===== src/rtl/rmbp_pkg.sv =====
package rmbp_pkg;

  // Default magnitude width of counts and lengths
  localparam int LEN_BITS_DEF = 32;

  // Framing bytes
  localparam logic [7:0] BYTE_STAR = 8'h2A;
  localparam logic [7:0] BYTE_CR   = 8'h0D;
  localparam logic [7:0] BYTE_PLUS = 8'h2B;
  localparam logic [7:0] BYTE_MINUS = 8'h2D;
  localparam logic [7:0] BYTE_SPACE = 8'h20;
  localparam logic [7:0] BYTE_TAB  = 8'h09;
  localparam logic [7:0] BYTE_LF   = 8'h0A;
  localparam logic [7:0] BYTE_VT   = 8'h0B;
  localparam logic [7:0] BYTE_FF   = 8'h0C;
  localparam logic [7:0] BYTE_D0   = 8'h30;
  localparam logic [7:0] BYTE_D9   = 8'h39;

  // Result kinds
  localparam logic [1:0] KIND_PAYLOAD   = 2'd0;
  localparam logic [1:0] KIND_EMPTY_ARG = 2'd1;
  localparam logic [1:0] KIND_EMPTY_REQ = 2'd2;

  // Trailer skip counts
  localparam logic [1:0] SKIP_NONE  = 2'd0;
  localparam logic [1:0] SKIP_FIRST = 2'd1;
  localparam logic [1:0] SKIP_TRAIL = 2'd2;

  // Parser phases
  typedef enum logic [7:0] {
    PH_IDLE       = 8'b0000_0001,
    PH_COUNT      = 8'b0000_0010,
    PH_LEN        = 8'b0000_0100,
    PH_MARKER     = 8'b0000_1000,
    PH_PAYLOAD    = 8'b0001_0000,
    PH_SKIP_COUNT = 8'b0010_0000,
    PH_SKIP_LEN   = 8'b0100_0000,
    PH_TRAILER    = 8'b1000_0000
  } phase_t;

  // One result item
  typedef struct packed {
    logic [1:0] kind;
    logic [7:0] data_byte;
    logic       arg_last;
    logic       request_last;
  } result_t;

endpackage


===== src/rtl/rmbp_core.sv =====
module rmbp_core
  import rmbp_pkg::*;
#(
  parameter int LEN_BITS = LEN_BITS_DEF
) (
  input  logic       clk,
  input  logic       rst_n,
  input  logic       step,
  input  logic [7:0] byte_in,
  output logic       res_valid,
  output result_t    res
);

  phase_t              phase_r, phase_nxt;
  logic [LEN_BITS-1:0] acc_r, acc_nxt;
  logic                neg_r, neg_nxt;
  logic                stop_r, stop_nxt;
  logic [1:0]          skip_r, skip_nxt;
  logic [LEN_BITS-1:0] args_r, args_nxt;
  logic [LEN_BITS-1:0] pay_r, pay_nxt;

  logic                is_cr;
  logic                is_digit;
  logic                is_ws;
  logic                is_sign;
  logic                first;
  logic                num_pos;
  logic                args_le1;
  logic                pay_le1;
  logic [LEN_BITS+3:0] acc_x;
  logic [LEN_BITS+3:0] acc_prod;
  logic [LEN_BITS-1:0] acc_dig;

  // Classify the byte
  assign is_cr    = (byte_in == BYTE_CR);
  assign is_digit = (byte_in >= BYTE_D0) && (byte_in <= BYTE_D9);
  assign is_ws    = (byte_in == BYTE_SPACE) || (byte_in == BYTE_TAB) ||
                    (byte_in == BYTE_LF) || (byte_in == BYTE_VT) || (byte_in == BYTE_FF);
  assign is_sign  = (byte_in == BYTE_PLUS) || (byte_in == BYTE_MINUS);
  assign first    = (skip_r == SKIP_FIRST);
  assign num_pos  = !neg_r && (acc_r != '0);
  assign args_le1 = (args_r[LEN_BITS-1:1] == '0);
  assign pay_le1  = (pay_r[LEN_BITS-1:1] == '0);

  // Saturating acc * 10 + digit
  assign acc_x    = {4'b0000, acc_r};
  assign acc_prod = (acc_x << 3) + (acc_x << 1) + {{LEN_BITS{1'b0}}, byte_in[3:0]};
  assign acc_dig  = (acc_prod[LEN_BITS+3:LEN_BITS] != 4'b0000) ? '1
                                                               : acc_prod[LEN_BITS-1:0];

  // Next state and result
  always_comb begin
    phase_nxt = phase_r;
    acc_nxt   = acc_r;
    neg_nxt   = neg_r;
    stop_nxt  = stop_r;
    skip_nxt  = skip_r;
    args_nxt  = args_r;
    pay_nxt   = pay_r;
    res_valid = 1'b0;
    res       = '{kind: KIND_PAYLOAD, data_byte: 8'h00, arg_last: 1'b0, request_last: 1'b0};

    unique case (phase_r)
      PH_IDLE: begin
        if (byte_in == BYTE_STAR) begin
          acc_nxt   = '0;
          neg_nxt   = 1'b0;
          stop_nxt  = 1'b0;
          skip_nxt  = SKIP_FIRST;
          phase_nxt = PH_COUNT;
        end
      end
      PH_COUNT, PH_LEN: begin
        if (is_cr) begin
          skip_nxt = SKIP_NONE;
          if (phase_r == PH_COUNT) begin
            phase_nxt = PH_SKIP_COUNT;
            if (num_pos) begin
              args_nxt = acc_r;
            end else begin
              args_nxt             = '0;
              res_valid            = 1'b1;
              res.kind             = KIND_EMPTY_REQ;
              res.request_last     = 1'b1;
            end
          end else begin
            phase_nxt = PH_SKIP_LEN;
            if (num_pos) begin
              pay_nxt = acc_r;
            end else begin
              pay_nxt          = '0;
              res_valid        = 1'b1;
              res.kind         = KIND_EMPTY_ARG;
              res.arg_last     = 1'b1;
              res.request_last = args_le1;
              if (args_r != '0) args_nxt = args_r - 1'b1;
            end
          end
        end else if (!stop_r) begin
          priority if (is_digit) begin
            acc_nxt  = acc_dig;
            skip_nxt = SKIP_NONE;
          end else if (first && is_ws) begin
            skip_nxt = skip_r;
          end else if (first && is_sign) begin
            neg_nxt  = (byte_in == BYTE_MINUS);
            skip_nxt = SKIP_NONE;
          end else begin
            skip_nxt = SKIP_NONE;
            stop_nxt = 1'b1;
          end
        end
      end
      PH_SKIP_COUNT: begin
        phase_nxt = (args_r != '0) ? PH_MARKER : PH_IDLE;
      end
      PH_MARKER: begin
        acc_nxt   = '0;
        neg_nxt   = 1'b0;
        stop_nxt  = 1'b0;
        skip_nxt  = SKIP_FIRST;
        phase_nxt = PH_LEN;
      end
      PH_SKIP_LEN: begin
        if (pay_r != '0) begin
          phase_nxt = PH_PAYLOAD;
        end else begin
          skip_nxt  = SKIP_TRAIL;
          phase_nxt = PH_TRAILER;
        end
      end
      PH_PAYLOAD: begin
        res_valid        = 1'b1;
        res.kind         = KIND_PAYLOAD;
        res.data_byte    = byte_in;
        res.arg_last     = pay_le1;
        res.request_last = pay_le1 && args_le1;
        if (pay_r != '0) pay_nxt = pay_r - 1'b1;
        if (pay_le1) begin
          pay_nxt   = '0;
          if (args_r != '0) args_nxt = args_r - 1'b1;
          skip_nxt  = SKIP_TRAIL;
          phase_nxt = PH_TRAILER;
        end
      end
      PH_TRAILER: begin
        if (skip_r != SKIP_NONE) skip_nxt = skip_r - 1'b1;
        if (skip_r <= SKIP_FIRST) begin
          phase_nxt = (args_r != '0) ? PH_MARKER : PH_IDLE;
        end
      end
      default: begin
        phase_nxt = PH_IDLE;
      end
    endcase
  end

  // Advance the parser on each processed item
  always_ff @(posedge clk) begin
    if (!rst_n) begin
      phase_r <= PH_IDLE;
      acc_r   <= '0;
      neg_r   <= 1'b0;
      stop_r  <= 1'b0;
      skip_r  <= SKIP_NONE;
      args_r  <= '0;
      pay_r   <= '0;
    end else if (step) begin
      phase_r <= phase_nxt;
      acc_r   <= acc_nxt;
      neg_r   <= neg_nxt;
      stop_r  <= stop_nxt;
      skip_r  <= skip_nxt;
      args_r  <= args_nxt;
      pay_r   <= pay_nxt;
    end
  end

endmodule


===== src/rtl/resp_multibulk_request_parser_top.sv =====
// Byte-serial parser for multi-bulk requests.
// Input channel: in_valid / in_ready carry one raw request byte per item
// on in_byte_in. Result channel: out_valid / out_ready carry at most one
// result per input byte: out_kind (payload byte, empty argument or empty
// request), out_data_byte, out_arg_last and out_request_last.
// Framing, count, length and trailer bytes give no result, save the CR
// ending a count or length that is not positive, which gives an empty
// request or empty argument; payload bytes are passed out as they arrive.
// Throughput: one byte per cycle while the receiver takes results. Each
// byte goes through an input register, one pass of the parser's
// next-state logic and the result register, which holds its result if any.
// The parser state update loop sets the one-byte-per-cycle figure.
// Reset (rst_n low, synchronous) empties both registers and returns the
// parser to waiting for the start of a request.
// When the receiver stalls the result register holds; the input register
// still takes one more byte, then in_ready drops until the result moves.
module resp_multibulk_request_parser_top
  import rmbp_pkg::*;
#(
  parameter int LEN_BITS = LEN_BITS_DEF
) (
  input  logic       clk,
  input  logic       rst_n,
  input  logic       in_valid,
  output logic       in_ready,
  input  logic [7:0] in_byte_in,
  output logic       out_valid,
  input  logic       out_ready,
  output logic [1:0] out_kind,
  output logic [7:0] out_data_byte,
  output logic       out_arg_last,
  output logic       out_request_last
);

  logic       s1_valid_r;
  logic [7:0] s1_byte_r;
  logic       out_valid_r;
  result_t    out_res_r;
  logic       out_free;
  logic       step;
  logic       res_valid;
  result_t    res;

  assign out_free = !out_valid_r || out_ready;
  assign step     = s1_valid_r && out_free;
  assign in_ready = !s1_valid_r || step;

  // Hold the accepted byte
  always_ff @(posedge clk) begin
    if (!rst_n) begin
      s1_valid_r <= 1'b0;
    end else if (in_ready) begin
      s1_valid_r <= in_valid;
    end
  end

  always_ff @(posedge clk) begin
    if (in_ready && in_valid) begin
      s1_byte_r <= in_byte_in;
    end
  end

  rmbp_core #(
    .LEN_BITS (LEN_BITS)
  ) u_core (
    .clk       (clk),
    .rst_n     (rst_n),
    .step      (step),
    .byte_in   (s1_byte_r),
    .res_valid (res_valid),
    .res       (res)
  );

  // Load or drop the result register
  always_ff @(posedge clk) begin
    if (!rst_n) begin
      out_valid_r <= 1'b0;
    end else if (out_free) begin
      out_valid_r <= step && res_valid;
    end
  end

  always_ff @(posedge clk) begin
    if (step && res_valid) begin
      out_res_r <= res;
    end
  end

  assign out_valid        = out_valid_r;
  assign out_kind         = out_res_r.kind;
  assign out_data_byte    = out_res_r.data_byte;
  assign out_arg_last     = out_res_r.arg_last;
  assign out_request_last = out_res_r.request_last;

  // An empty request ends the request but no argument
  a_empty_req: assert property (@(posedge clk) disable iff (!rst_n)
    out_valid_r && (out_res_r.kind == KIND_EMPTY_REQ) |->
      out_res_r.request_last && !out_res_r.arg_last)
    else $error("empty request result with wrong marks");

  // An empty argument always ends its argument
  a_empty_arg: assert property (@(posedge clk) disable iff (!rst_n)
    out_valid_r && (out_res_r.kind == KIND_EMPTY_ARG) |->
      out_res_r.arg_last && (out_res_r.data_byte == 8'h00))
    else $error("empty argument result with wrong marks");

  // Backpressure only while the input register is full
  a_ready_full: assert property (@(posedge clk) disable iff (!rst_n)
    !in_ready |-> s1_valid_r && out_valid_r && !out_ready)
    else $error("input stalled without a full pipeline");

  // A blocked byte stays in the input register
  a_s1_hold: assert property (@(posedge clk) disable iff (!rst_n)
    s1_valid_r && !step |=> s1_valid_r && $stable(s1_byte_r))
    else $error("blocked item lost from input register");

endmodule


===== config.mk =====
export PLATFORM = sky130hd
export DESIGN_NAME = resp_multibulk_request_parser_top
export DESIGN_NICKNAME = d
export VERILOG_FILES = /design/src/rtl/rmbp_pkg.sv /design/src/rtl/rmbp_core.sv /design/src/rtl/resp_multibulk_request_parser_top.sv
export SDC_FILE = /design/constraint.sdc
export NUM_CORES = 1
export LEC_CHECK = 0
export BUFFER_PORTS_ARGS = -buffer_cell sky130_fd_sc_hd__buf_4
export CAP_MARGIN = 10
export CORE_ASPECT_RATIO = 0.9
export CORE_MARGIN = 4
export CORE_UTILIZATION = 55
export CTS_CLUSTER_SIZE = 30
export DETAILED_ROUTE_END_ITERATION = 16
export GPL_TIMING_DRIVEN = 0
export MAX_ROUTING_LAYER = met4
export PLACE_DENSITY = 0.76
export SYNTH_ARGS = -nofsm -noshare
export SYNTH_HDL_FRONTEND = slang
export SYNTH_SLANG_ARGS = --single-unit

===== constraint.sdc =====
create_clock -name clk -period 3.9 [get_ports clk]
set_input_delay 0.585 -clock clk [delete_from_list [all_inputs] [get_ports clk]]
set_output_delay 0.585 -clock clk [all_outputs]
set_load 0.005 [all_outputs]

[After elaboration in Yosys (flattened, before gate mapping)]
Cells that the tools add are included.
Operators by class
  $add $sub $neg: 5
  $lt $le $gt $ge: 3
  eq/ne operators: 35
  mux-type cells: 59
  reduce and logical (&&, ||, !) cells: 37
Operator list (count)
  32-bit 2-to-1 mux: 15
  32-bit case mux with 2 select lines: 2
  32-bit case mux with 3 select lines: 1
  32-bit nonzero test: 3
  32-bit by 1-bit subtractor with 32-bit output (second input constant): 2
  31-bit logical NOT: 2
  8-bit case mux with 7 select lines: 1
  8-bit by 4-bit == test with 1-bit output (second input constant): 6
  8-bit by 6-bit == test with 1-bit output (second input constant): 5
  8-bit 2-to-1 mux: 5
  35-bit by 33-bit adder with 36-bit output: 1
  36-bit by 4-bit adder with 36-bit output: 1
  2-bit 2-to-1 mux: 12
  1-bit 2-to-1 mux: 16
  8-bit AND reduction: 2
  5-bit AND reduction: 3
  2-bit by 1-bit inequality test with 1-bit output (second input constant): 7
  2-bit inequality test (second input constant): 6
  2-bit case mux with 6 select lines: 1
  8-bit by 1-bit == test with 1-bit output (second input constant): 1
  8-bit by 2-bit == test with 1-bit output (second input constant): 1
  8-bit by 3-bit == test with 1-bit output (second input constant): 1
  8-bit by 5-bit == test with 1-bit output (second input constant): 1
  8-bit by 7-bit == test with 1-bit output (second input constant): 1
  25 further kinds: 43
Storage, ports and cells
  register bits after elaboration: 130
  input bits: 12
  output and inout port bits: 14
  word-level logic and storage cells: 153

[Logic depth before layout (Yosys ltp)]
Gate-level depths: netlist of run 1.
  depth after elaboration: 11
  depth in mapped cells: 13
  depth with buffers taken out: 12

[Modules after synthesis]
Synthesis of run 1 repeated with hierarchy kept, for this count alone.
Second synthesis, totals
  cells, all modules: 1155
  area total of the unflattened synthesis: 9202.6 µm²
Modules (own cells, without submodules)
  rmbp_core: instances 1, cells each 1122, area each 8489.4 µm², sequential area each 2162.1 µm²
  resp_multibulk_request_parser_top: instances 1, cells each 33, area each 713.2 µm², sequential area each 640.6 µm²

[Worst setup path after synthesis of run 1]
No wires, ideal clock.
  path kind: reg2reg
  start: register s1_byte_r[3]
  end: register u_core.acc_r[22]
  library setup time: 0.145 ns
  arrival: 3.306 ns
  data required time: 3.755 ns
  slack: 0.449 ns
  stages on the path, launching flop included: 12
  path buffers: 1
  clock period less this slack: 3.451 ns
  path through: edfxtp_1 -> fa_1 -> ha_1 -> o211ai_1 -> o211ai_1 -> nand2_1 -> o41ai_1 -> o311ai_0 -> nand3_1 -> nor3b_1 -> clkbuf_1 -> a41oi_1
On the way
  word-level cells in the longest chain between the ends: 7
  elaborated cells on any way between the ends: 16
  classes of those cells: add/sub (1); order compare (2); eq/ne (5); mux (5); reduce/logical (3)
Ends and longest elaborated chain
  start: declaration: line resp_multibulk_request_parser_top.sv:36  | logic [7:0] s1_byte_r;
  start signal: assignment: line resp_multibulk_request_parser_top.sv:59  | s1_byte_r <= in_byte_in;
  36-bit by 4-bit adder with 36-bit output: line rmbp_core.sv:47  | assign acc_prod = (acc_x << 3) + (acc_x << 1) + {{LEN_BITS{1'b0}}, byte_in[3:0]};
  4-bit nonzero test: line rmbp_core.sv:48  | assign acc_dig = (acc_prod[LEN_BITS+3:LEN_BITS] != 4'b0000) ? '1
  32-bit 2-to-1 mux: line rmbp_core.sv:48
  32-bit 2-to-1 mux: line rmbp_core.sv:100  | priority if (is_digit) begin
  32-bit 2-to-1 mux: line rmbp_core.sv:99  | end else if (!stop_r) begin
  32-bit 2-to-1 mux: line rmbp_core.sv:74  | if (is_cr) begin
  32-bit case mux with 3 select lines: line rmbp_core.sv:63  | unique case (phase_r)
  end signal: assignment: line rmbp_core.sv:170  | acc_r <= acc_nxt;
  end: declaration: line rmbp_core.sv:15  | logic [LEN_BITS-1:0] acc_r, acc_nxt;
Parallel ways exist; a longest one is shown, timed or not. The select of a mux whose other input is x is not followed.
A chain may end at the register's enable or synchronous reset.

[Final worst setup path of run 1]
  start: register u_core.pay_r[10]
  end: register u_core.args_r[24]
On the way
  word-level cells in the longest chain between the ends: 3
Ends and longest elaborated chain
  start: declaration: line rmbp_core.sv:20  | logic [LEN_BITS-1:0] pay_r, pay_nxt;
  start signal: assignment: line rmbp_core.sv:175  | pay_r <= pay_nxt;
  31-bit logical NOT: line rmbp_core.sv:43  | assign pay_le1 = (pay_r[LEN_BITS-1:1] == '0);
  2-bit by 1-bit inequality test with 1-bit output (no source line)
  5-bit AND reduction (no source line)
  end signal: assignment: line rmbp_core.sv:174  | args_r <= args_nxt;
  end: declaration: line rmbp_core.sv:19  | logic [LEN_BITS-1:0] args_r, args_nxt;
No other way between the ends.

==> results of run 1 <==
[cells in the mapped netlist, drive strengths merged (5+ instances only)]
| library cell | instances |
|---|---|
| and2 | 18 |
| nand2b | 6 |
| buf | 9 |
| o21a | 8 |
| a32o | 6 |
| o21bai | 7 |
| a21oi | 173 |
| nor3 | 43 |
| o211ai | 11 |
| mux2i | 12 |
| or3 | 14 |
| a21o | 13 |
| a22oi | 22 |
| ha | 68 |
| xnor2 | 26 |
| nand3 | 31 |
| nor2 | 120 |
| xor2 | 21 |
| nor4 | 26 |
| a41oi | 8 |
| nand4 | 8 |
| nor2b | 7 |
| or2 | 7 |
| nand2 | 108 |
| dfxtp | 110 |
| inv | 28 |
| a22o | 7 |
| a31oi | 38 |
| nor3b | 5 |
| o31ai | 8 |
| edfxtp | 20 |
| clkbuf | 55 |
| a32oi | 5 |
| and3 | 7 |
| or4 | 9 |
| o21ai | 85 |
[power groups by stage]
| stage | sequential, mW | clock (mW) | combinational, mW |
|---|---|---|---|
| finish | 1.38 | 1.68 | 0.0673 |
| detailed placement | 1.41 | 0 | 0.0649 |
| global placement | 1.41 | 0 | 0.0647 |
| floorplan | 1.40 | 0 | 0.0376 |
| CTS | 1.38 | 1.68 | 0.0658 |
| global route | 1.38 | 1.75 | 0.0727 |
[registers in the layout (all words and copies together), names as in the netlist]
signal / count
s1_byte_r: 8
out_request_last: 1
u_core.pay_r: 32
out_kind: 2
u_core.acc_r: 32
out_valid: 1
u_core.phase_r: 8
s1_valid_r: 1
u_core.args_r: 32
u_core.neg_r: 1
out_data_byte: 8
out_arg_last: 1
u_core.stop_r: 1
u_core.skip_r: 2
[critical path, stage by stage, from the launching register on]
cell and delay (ps):
dfxtp_1 360, or4_1 600, or2_2 300, clkbuf_1 230, nor4_4 510, nor2_1 300
a211oi_2 370, clkbuf_1 520, nand2_1 150, a2bb2oi_1 180, nor2_1 60
[logic make-up (layout without fill, tap and decap cells)]
kind of cell    after synthesis  after routing  synth area share
compound gates              424            424             0.278
xor+xnor                     47             47            0.0444
fa+ha+maj                    70             70            0.0962
buf+inv                      92            153            0.0385
flops                       130            130             0.302
mux                          12             12            0.0130
simple gates                424            424             0.227
[worst min path at each step]
| stage | start | endpoint | slack [ps] | cells past startpoint |
|---|---|---|---|---|
| finish | in_byte_in[0] | s1_byte_r[0] | 340 | 1 |
| global route | in_byte_in[0] | s1_byte_r[0] | 330 | 1 |
| CTS | in_byte_in[7] | s1_byte_r[7] | 330 | 1 |
| detailed placement | u_core.pay_r[13] | u_core.pay_r[13] | 460 | 2 |
| global placement | u_core.pay_r[9] | u_core.pay_r[9] | 460 | 2 |
| floorplan | u_core.pay_r[13] | u_core.pay_r[13] | 440 | 2 |
[cell type report]
| cell class | count | area, um^2 |
|---|---|---|
| clock inverters | 13 | 148 |
| fillers | 1425 | 5950 |
| clock buffers | 19 | 475 |
| well taps | 207 | 259 |
| flip-flops and latches | 130 | 2800 |
| repair buffers | 29 | 218 |
| plain buffers | 64 | 259 |
| multi-input cells | 977 | 6130 |
| inverters | 28 | 105 |
[stage by stage]
| stage | setup TNS, ps | hold WS [ps] | utilization | area (um^2) | std cells |
|---|---|---|---|---|---|
| 2_1_floorplan | 0 | 443 | - | 9270 | 1199 |
| 3_3_place_gp | -14610 | 460 | 0.594 | 9710 | 1431 |
| 3_5_place_dp | -14250 | 463 | 0.594 | 9710 | 1431 |
| 4_1_cts | 0 | 332 | 0.634 | 10400 | 1465 |
| 5_1_grt | 0 | 330 | 0.636 | 10400 | 1467 |
| 6_report | 0 | 336 | 0.636 | 10400 | 1467 |
[repair_timing]
action                                  CTS  global route
resized for setup                         5            11
buffers inserted                          2             2
pin swaps                                 1             1
endpoints found under the setup margin   32            59
[per-layer routing]
metal / track usage / vias up / share of wire
li1: - / 4585 / -
met1: 0.453 / 4602 / 0.42
met2: 0.477 / 587 / 0.44
met3: 0.0676 / 100 / 0.10
met4: 0.109 / 0 / 0.036
met5: - / - / 0
==> flow_results.org, run 1 <==
** Route
- Summed over all layers, the routed wires come to 30.7 mm.
- DR DRC count :: 0
- Detail-routed net length per standard cell :: between 20 and 25 um
- Across all layers, the routed design uses roughly 9900 vias.
- For this block, the initial DRC count from the detailed router was 1347.
- First-pass iteration count of the detailed router :: 6
- After detailed routing, the number of vias per cell comes to a little under 7.
- Once detail routing completed, the nets flagged for antenna violations numbered 0.

** Timing
- For this run, the top clock speed supported by timing is 268 MHz.
- Hold violation count in the final report :: 0
- Part of the cycle the worst path needs :: 0.956
- For the finished layout, the period the worst path requires is ~3700 ps.
- Final number of setup-violating endpoints :: 0
- Across the routed clock network, the largest skew measured is about 8.9 ps.
- Worst-Margin Slew :: between 1000 and 1500 ps
- The count of final max-slew check failures was 0.
- Worst slew margin relative to its limit :: 0.269
- RSZ-0062 raised after global routing :: no
- Once routing completed, OpenROAD measured the worst setup slack at ~170 ps.

** Synth
- Yosys mapped a number of flops with a built-in enable equal to 20.
- The number of different library cells used by synthesis comes to 73.
- Sequential cell area fraction in the yosys report :: 0.302
- Most used flip-flop cell after synthesis :: dfxtp_1
- Library cell occupying the most area in the post-synthesis netlist :: dfxtp_1
- In this run, synthesis produced a sequential element count of 130.
- Area share of the largest cell type after synthesis :: 0.238
- Synthesis handed over a netlist of ~1200 instances.
- Cell types occupying the most area after synthesis :: dfxtp_1 (24%), a21oi_1 (9.3%), ha_1 (9.2%)
- In the synthesized netlist the async set-or-reset flop fraction comes to 0.
- Total nets after synthesis :: 1281
- Post-synthesis cell area :: ~9000 um^2
- Dividing the synthesized area by the synthesized cell count gives about 7.7 um^2.
- For this run, the number of Yosys warnings is 0.

** Worst setup path
- STA puts the critical path data arrival time at about 4000 ps.
- Register-to-register setup slack :: 170 ps
- STA classifies the critical path endpoint as a flip-flop.
- The worst setup path is of the flip-flop to flip-flop kind.
- Following the worst setup path forward leads to its endpoint at u_core.args_r[24].
- Of all nets on the critical path, the largest fanout is 10.
- The most critical setup path has its startpoint at u_core.pay_r[10].
- Required time of the worst setup path :: ~4200 ps
- Worst flop-to-flop path endpoint :: u_core.args_r[24]
- Type of element launching the critical path :: flip-flop
- Worst R2R Path Depth :: 10
- The worst register-to-register path begins at u_core.pay_r[10].

** Placement
- Weighted congestion reported at the end of routability-driven placement :: around 1
- Setup slack at placement :: -533 ps
- Once detailed placement completed, the half-perimeter wirelength came to ~22 mm.
- The count of buffers added on input and output ports is 25.

** Clock tree
- CTS built an H-tree with a depth of 4.
- Clk Tree Root Cell :: clkbuf_16
- Clock latency on the worst-skew pair, taken at its later pin, is between 400 and 500 ps.
- Number of hold buffers added after CTS :: 0
- TritonCTS built the clock tree.
- Max clock buf depth :: 2
- Counting every sink on the clock net gives 130.
- Clock buffer count from CTS :: 17
- Clock-pin transition on the worst setup and hold timing paths :: roughly 60 ps

** Cells and area
- In the final layout, the share of cells above drive strength 1 is 0.0833.
- At the end of the flow, the number of nets in the layout was ~1300.
- The number of antenna diodes in the final layout is 0.
- The library cell used most frequently in the layout, excluding fill and tap cells, is a21oi_1.
- From synthesis to final layout, the design area changed by 12.3%.
- The top cell types in the final layout, fill and taps aside, are a21oi_1 (173), nor2_1 (119), dfxtp_1 (109).

** Global routing
- The total overflow left after global routing is 0.
- Vias in the first global route :: between 9000 and 10000
- The first global-routing pass estimated 48.3 mm of wire.
- For this run, the total global-route usage over all layers was measured as 0.327.
- The initial antenna violation count came to 0.
- Entering global routing, the biggest net connects 17 pins.

** Power
- Switching fraction of total power :: 0.230
- Int Power :: between 2 and 2.5 mW
- Sequential share of power :: 0.441
- Net Switching :: around 720 uW
- The design draws 3.13 mW.
- Combinational fraction of design power :: 0.021
- Maximum vdd ir drop :: roughly 300 uV
- Areal power density over the cells :: 301 nW/um^2
- Of the total power, the clock network draws 0.538.
- For this design the static power due to leakage is 4.03 nW.

** Floorplan
- In this run the standard cell core region covers approximately 16000 um^2.
- Number of placement rows :: 44
- Starting density of the core :: 0.567
- Pin placement for this block handled 26 I/O pins.
- Floorplan die width :: 145 um
- Die area :: about 19000 um^2
- Die span in y :: around 130 um

** Outcome
- Outcome :: complete, no violations

** Hold path
- In this run the worst hold path is classified as input pin to flip-flop.

** Run
- The tool flagged a number of max-cap violations equal to 0.
No activity file was read; power rests on OpenSTA's default activity.
==> run 2: changes to the inputs <==
Settings changed: CORE_MARGIN 4 to 3.
==> flow_results.org, run 2 (synthesized netlist as in run 1, its figures left out) <==
** Outcome
- Outcome :: complete, no violations (unchanged)

** Timing
- The post-route fraction of the period consumed by the critical path is 0.941 (was 0.956).
- The count of final max-slew check failures came to 0 (unchanged).
- The final-report hold violation count came to 0 (unchanged).
- The actual slew at the worst max-slew pin was 1130 ps (was 1100 ps).
- Total negative slack :: 0 ps (unchanged)
- The shortest period the worst path allows was 3670 ps (was 3730 ps).
- The final hold slack was 340 ps (was 336 ps).
- The total of endpoints with negative setup slack in the final report is 0 (unchanged).
- Layout Skew :: 6.77 ps (was 8.92 ps)
- Worst slew margin relative to its limit :: 0.249 (was 0.269)
- Maximum clock rate :: 272 MHz (was 268 MHz)

** Cells and area
- Leading cell types in the layout, fill and taps excluded: a21oi_1 (173), nor2_1 (119), nand2_1 (108) (was a21oi_1 (173), nor2_1 (119), dfxtp_1 (109)).
- Largest registers in the final layout :: u_core.acc_r x32, u_core.args_r x32, u_core.pay_r x32 (unchanged)
- Diodes inserted :: 0 (unchanged)
- Final nets :: 1327 (was 1329)
- Growth of design area from synthesis to finish :: 12.2% (was 12.3%)
- The proportion of layout cells with a drive suffix above 1 is 0.0851 (was 0.0833).
- Cell area after layout :: 10400 um^2 (about the same)
- Most common cell after layout, fill and taps aside :: a21oi_1 (unchanged)

** Clock tree
- Clock-pin transition on the worst setup and hold timing paths :: 60 ps (about the same)
- The hold-fix buffer count after cts came to 0 (unchanged).
- Max clock buf depth :: 2 (unchanged)
- H-tree Lvls :: 4 (unchanged)
- The clock insertion delay at the later pin of the skew report came to 430 ps (about the same).
- Clk sinks :: 130 (unchanged)
- Clock tree from TritonCTS :: done (unchanged)
- The clock tree root driver cell is clkbuf_16 (unchanged).
- Clock buffer count from CTS :: 17 (unchanged)

** Global routing
- The initial antenna violation count was 0 (unchanged).
- Pin count of the biggest net entering global routing :: 17 (unchanged)
- Vias in the first global route :: 9124 (was 9033)
- Global-route wire length before repair :: 48.1 mm (was 48.3 mm)
- The total grt overflow was 0 (unchanged).
- The total global routing track utilization was 0.340 (was 0.327).

** Route
- The average wire per standard cell was 20.9 um (about the same).
- The remaining number of nets flagged by the antenna check after routing was 0 (unchanged).
- The post-route met1 wirelength was 12.6 mm (was 13.0 mm).
- First-pass iteration count of the detailed router :: 8 (was 6)
- Overall routed net length :: 30.7 mm (about the same)
- The number of violations reported at the end of detailed-routing iteration 0 came to 1261 (was 1347).
- The top layer reached by signal wires is met4 (unchanged).
- The met2 routed wirelength is 13.8 mm (was 13.4 mm).
- DR DRC count :: 0 (unchanged)
- Total number of vias :: 9776 (was 9874)
- Average vias per placed instance :: 6.67 (was 6.73)
- The wire length on met3 is 2.92 mm (was 3.21 mm).

** Worst setup path
- The worst-path maximum fanout came to 10 (unchanged).
- The signal arrival time at the worst endpoint was 3960 ps (was 4010 ps).
- Type of element launching the critical path :: flip-flop (unchanged)
- The critical setup path kind is flip-flop to flip-flop (unchanged).
- Crit path capture type :: flip-flop (unchanged)
- Required time of the worst setup path :: 4190 ps (was 4180 ps)

** Power
- Design Power :: 3.05 mW (was 3.13 mW)
- Maximum vdd ir drop :: 258 uV (was 300 uV)
- Areal power density over the cells :: 294 nW/um^2 (was 301 nW/um^2)
- The standby leakage power came to 4.03 nW (about the same).

** Run
- The number of max-cap violations was 0 (unchanged).

** Floorplan
- The number of standard-cell rows in the floorplan came to 44 (unchanged).
- Starting density of the core :: 0.569 (was 0.567)
- Die span in y :: 129 um (was 131 um)
- Area of the core :: 16300 um^2 (was 16400 um^2)
- The area enclosed by the die boundary came to 18400 um^2 (was 19000 um^2).
- Floorplan die width :: 143 um (was 145 um)
- The top-level port count is 26 (unchanged).

** Placement
- Placed standard-cell area :: 9710 um^2 (unchanged)
- The number of buffer cells added on primary ports was 25 (unchanged).
- DP Wirelength :: 21.9 mm (was 22.2 mm)
- Weighted congestion reported at the end of routability-driven placement :: 1.02 (was 1.00)

** Hold path
- Min-delay worst type :: input pin to flip-flop (unchanged)
-- run 2: changes by cell type in the layout (fill, tap and decap cells not counted), sizes merged --
cell,change
buf,-3
bufinv,-1
clkbuf,+1
clkinv,-2
clkinvlp,+3
-- run 2: worst paths after layout --
check                    from               end  slack (ps)  cells past startpoint
max              s1_byte_r[3]  u_core.acc_r[29]         230                     14
min             in_byte_in[6]      s1_byte_r[6]         340                      1
min reg2reg  u_core.pay_r[13]  u_core.pay_r[13]         470                      2
max reg2reg      s1_byte_r[3]  u_core.acc_r[29]         230                     14
-- run 2: timing repair --
action / in CTS / in global routing
resized for setup: 6 / 14
endpoints found under the setup margin: 32 / 45
pin swaps: 2 / 2
buffers inserted: 0 / 2
-- run 2: metrics by stage --
stage / utilization / cells / worst slack [ps]
final: 0.638 / 1465 / 229
after global routing: 0.638 / 1465 / -16.2
after floorplan: - / 1199 / 449
after detailed placement: 0.596 / 1431 / -697
after global placement: 0.596 / 1431 / -691
after CTS: 0.634 / 1463 / 0.0879
-- run 2: area by class of cell --
class | instances | area (um^2)
Buffer | 64 | 259
Clock buffer | 19 | 475
Clock inverter | 13 | 125
Fill cell | 1459 | 5900
Inverter | 28 | 105
Multi-Input combinational cell | 977 | 6160
Sequential cell | 130 | 2810
Tap cell | 207 | 259
Timing Repair Buffer | 27 | 203
-- run 2: metal layers --
metal	up-vias	global-route usage
met4	0	0.143
met5	-	-
met3	115	0.0638
li1	4581	-
met2	544	0.536
met1	4536	0.431
-- run 2: critical path: stages, from the launching register on --
cell	delay (ps)
edfxtp_1	550
fa_1	630
inv_1	70
fa_1	460
nand2b_1	190
a21oi_1	170
nor2b_1	130
o211ai_1	190
buf_4	160
a31oi_1	100
xnor2_1	150
nor3b_2	180
buf_4	170
clkbuf_2	220
a41oi_1	140
-- run 2: power by group --
part / switching, mW / internal (mW) / leakage (nW)
Clock: 0.645 / 0.958 / 0.278
Combinational: 0.0479 / 0.0200 / 2.64
Sequential: 0.0138 / 1.37 / 1.11
Total: 0.706 / 2.34 / 4.03
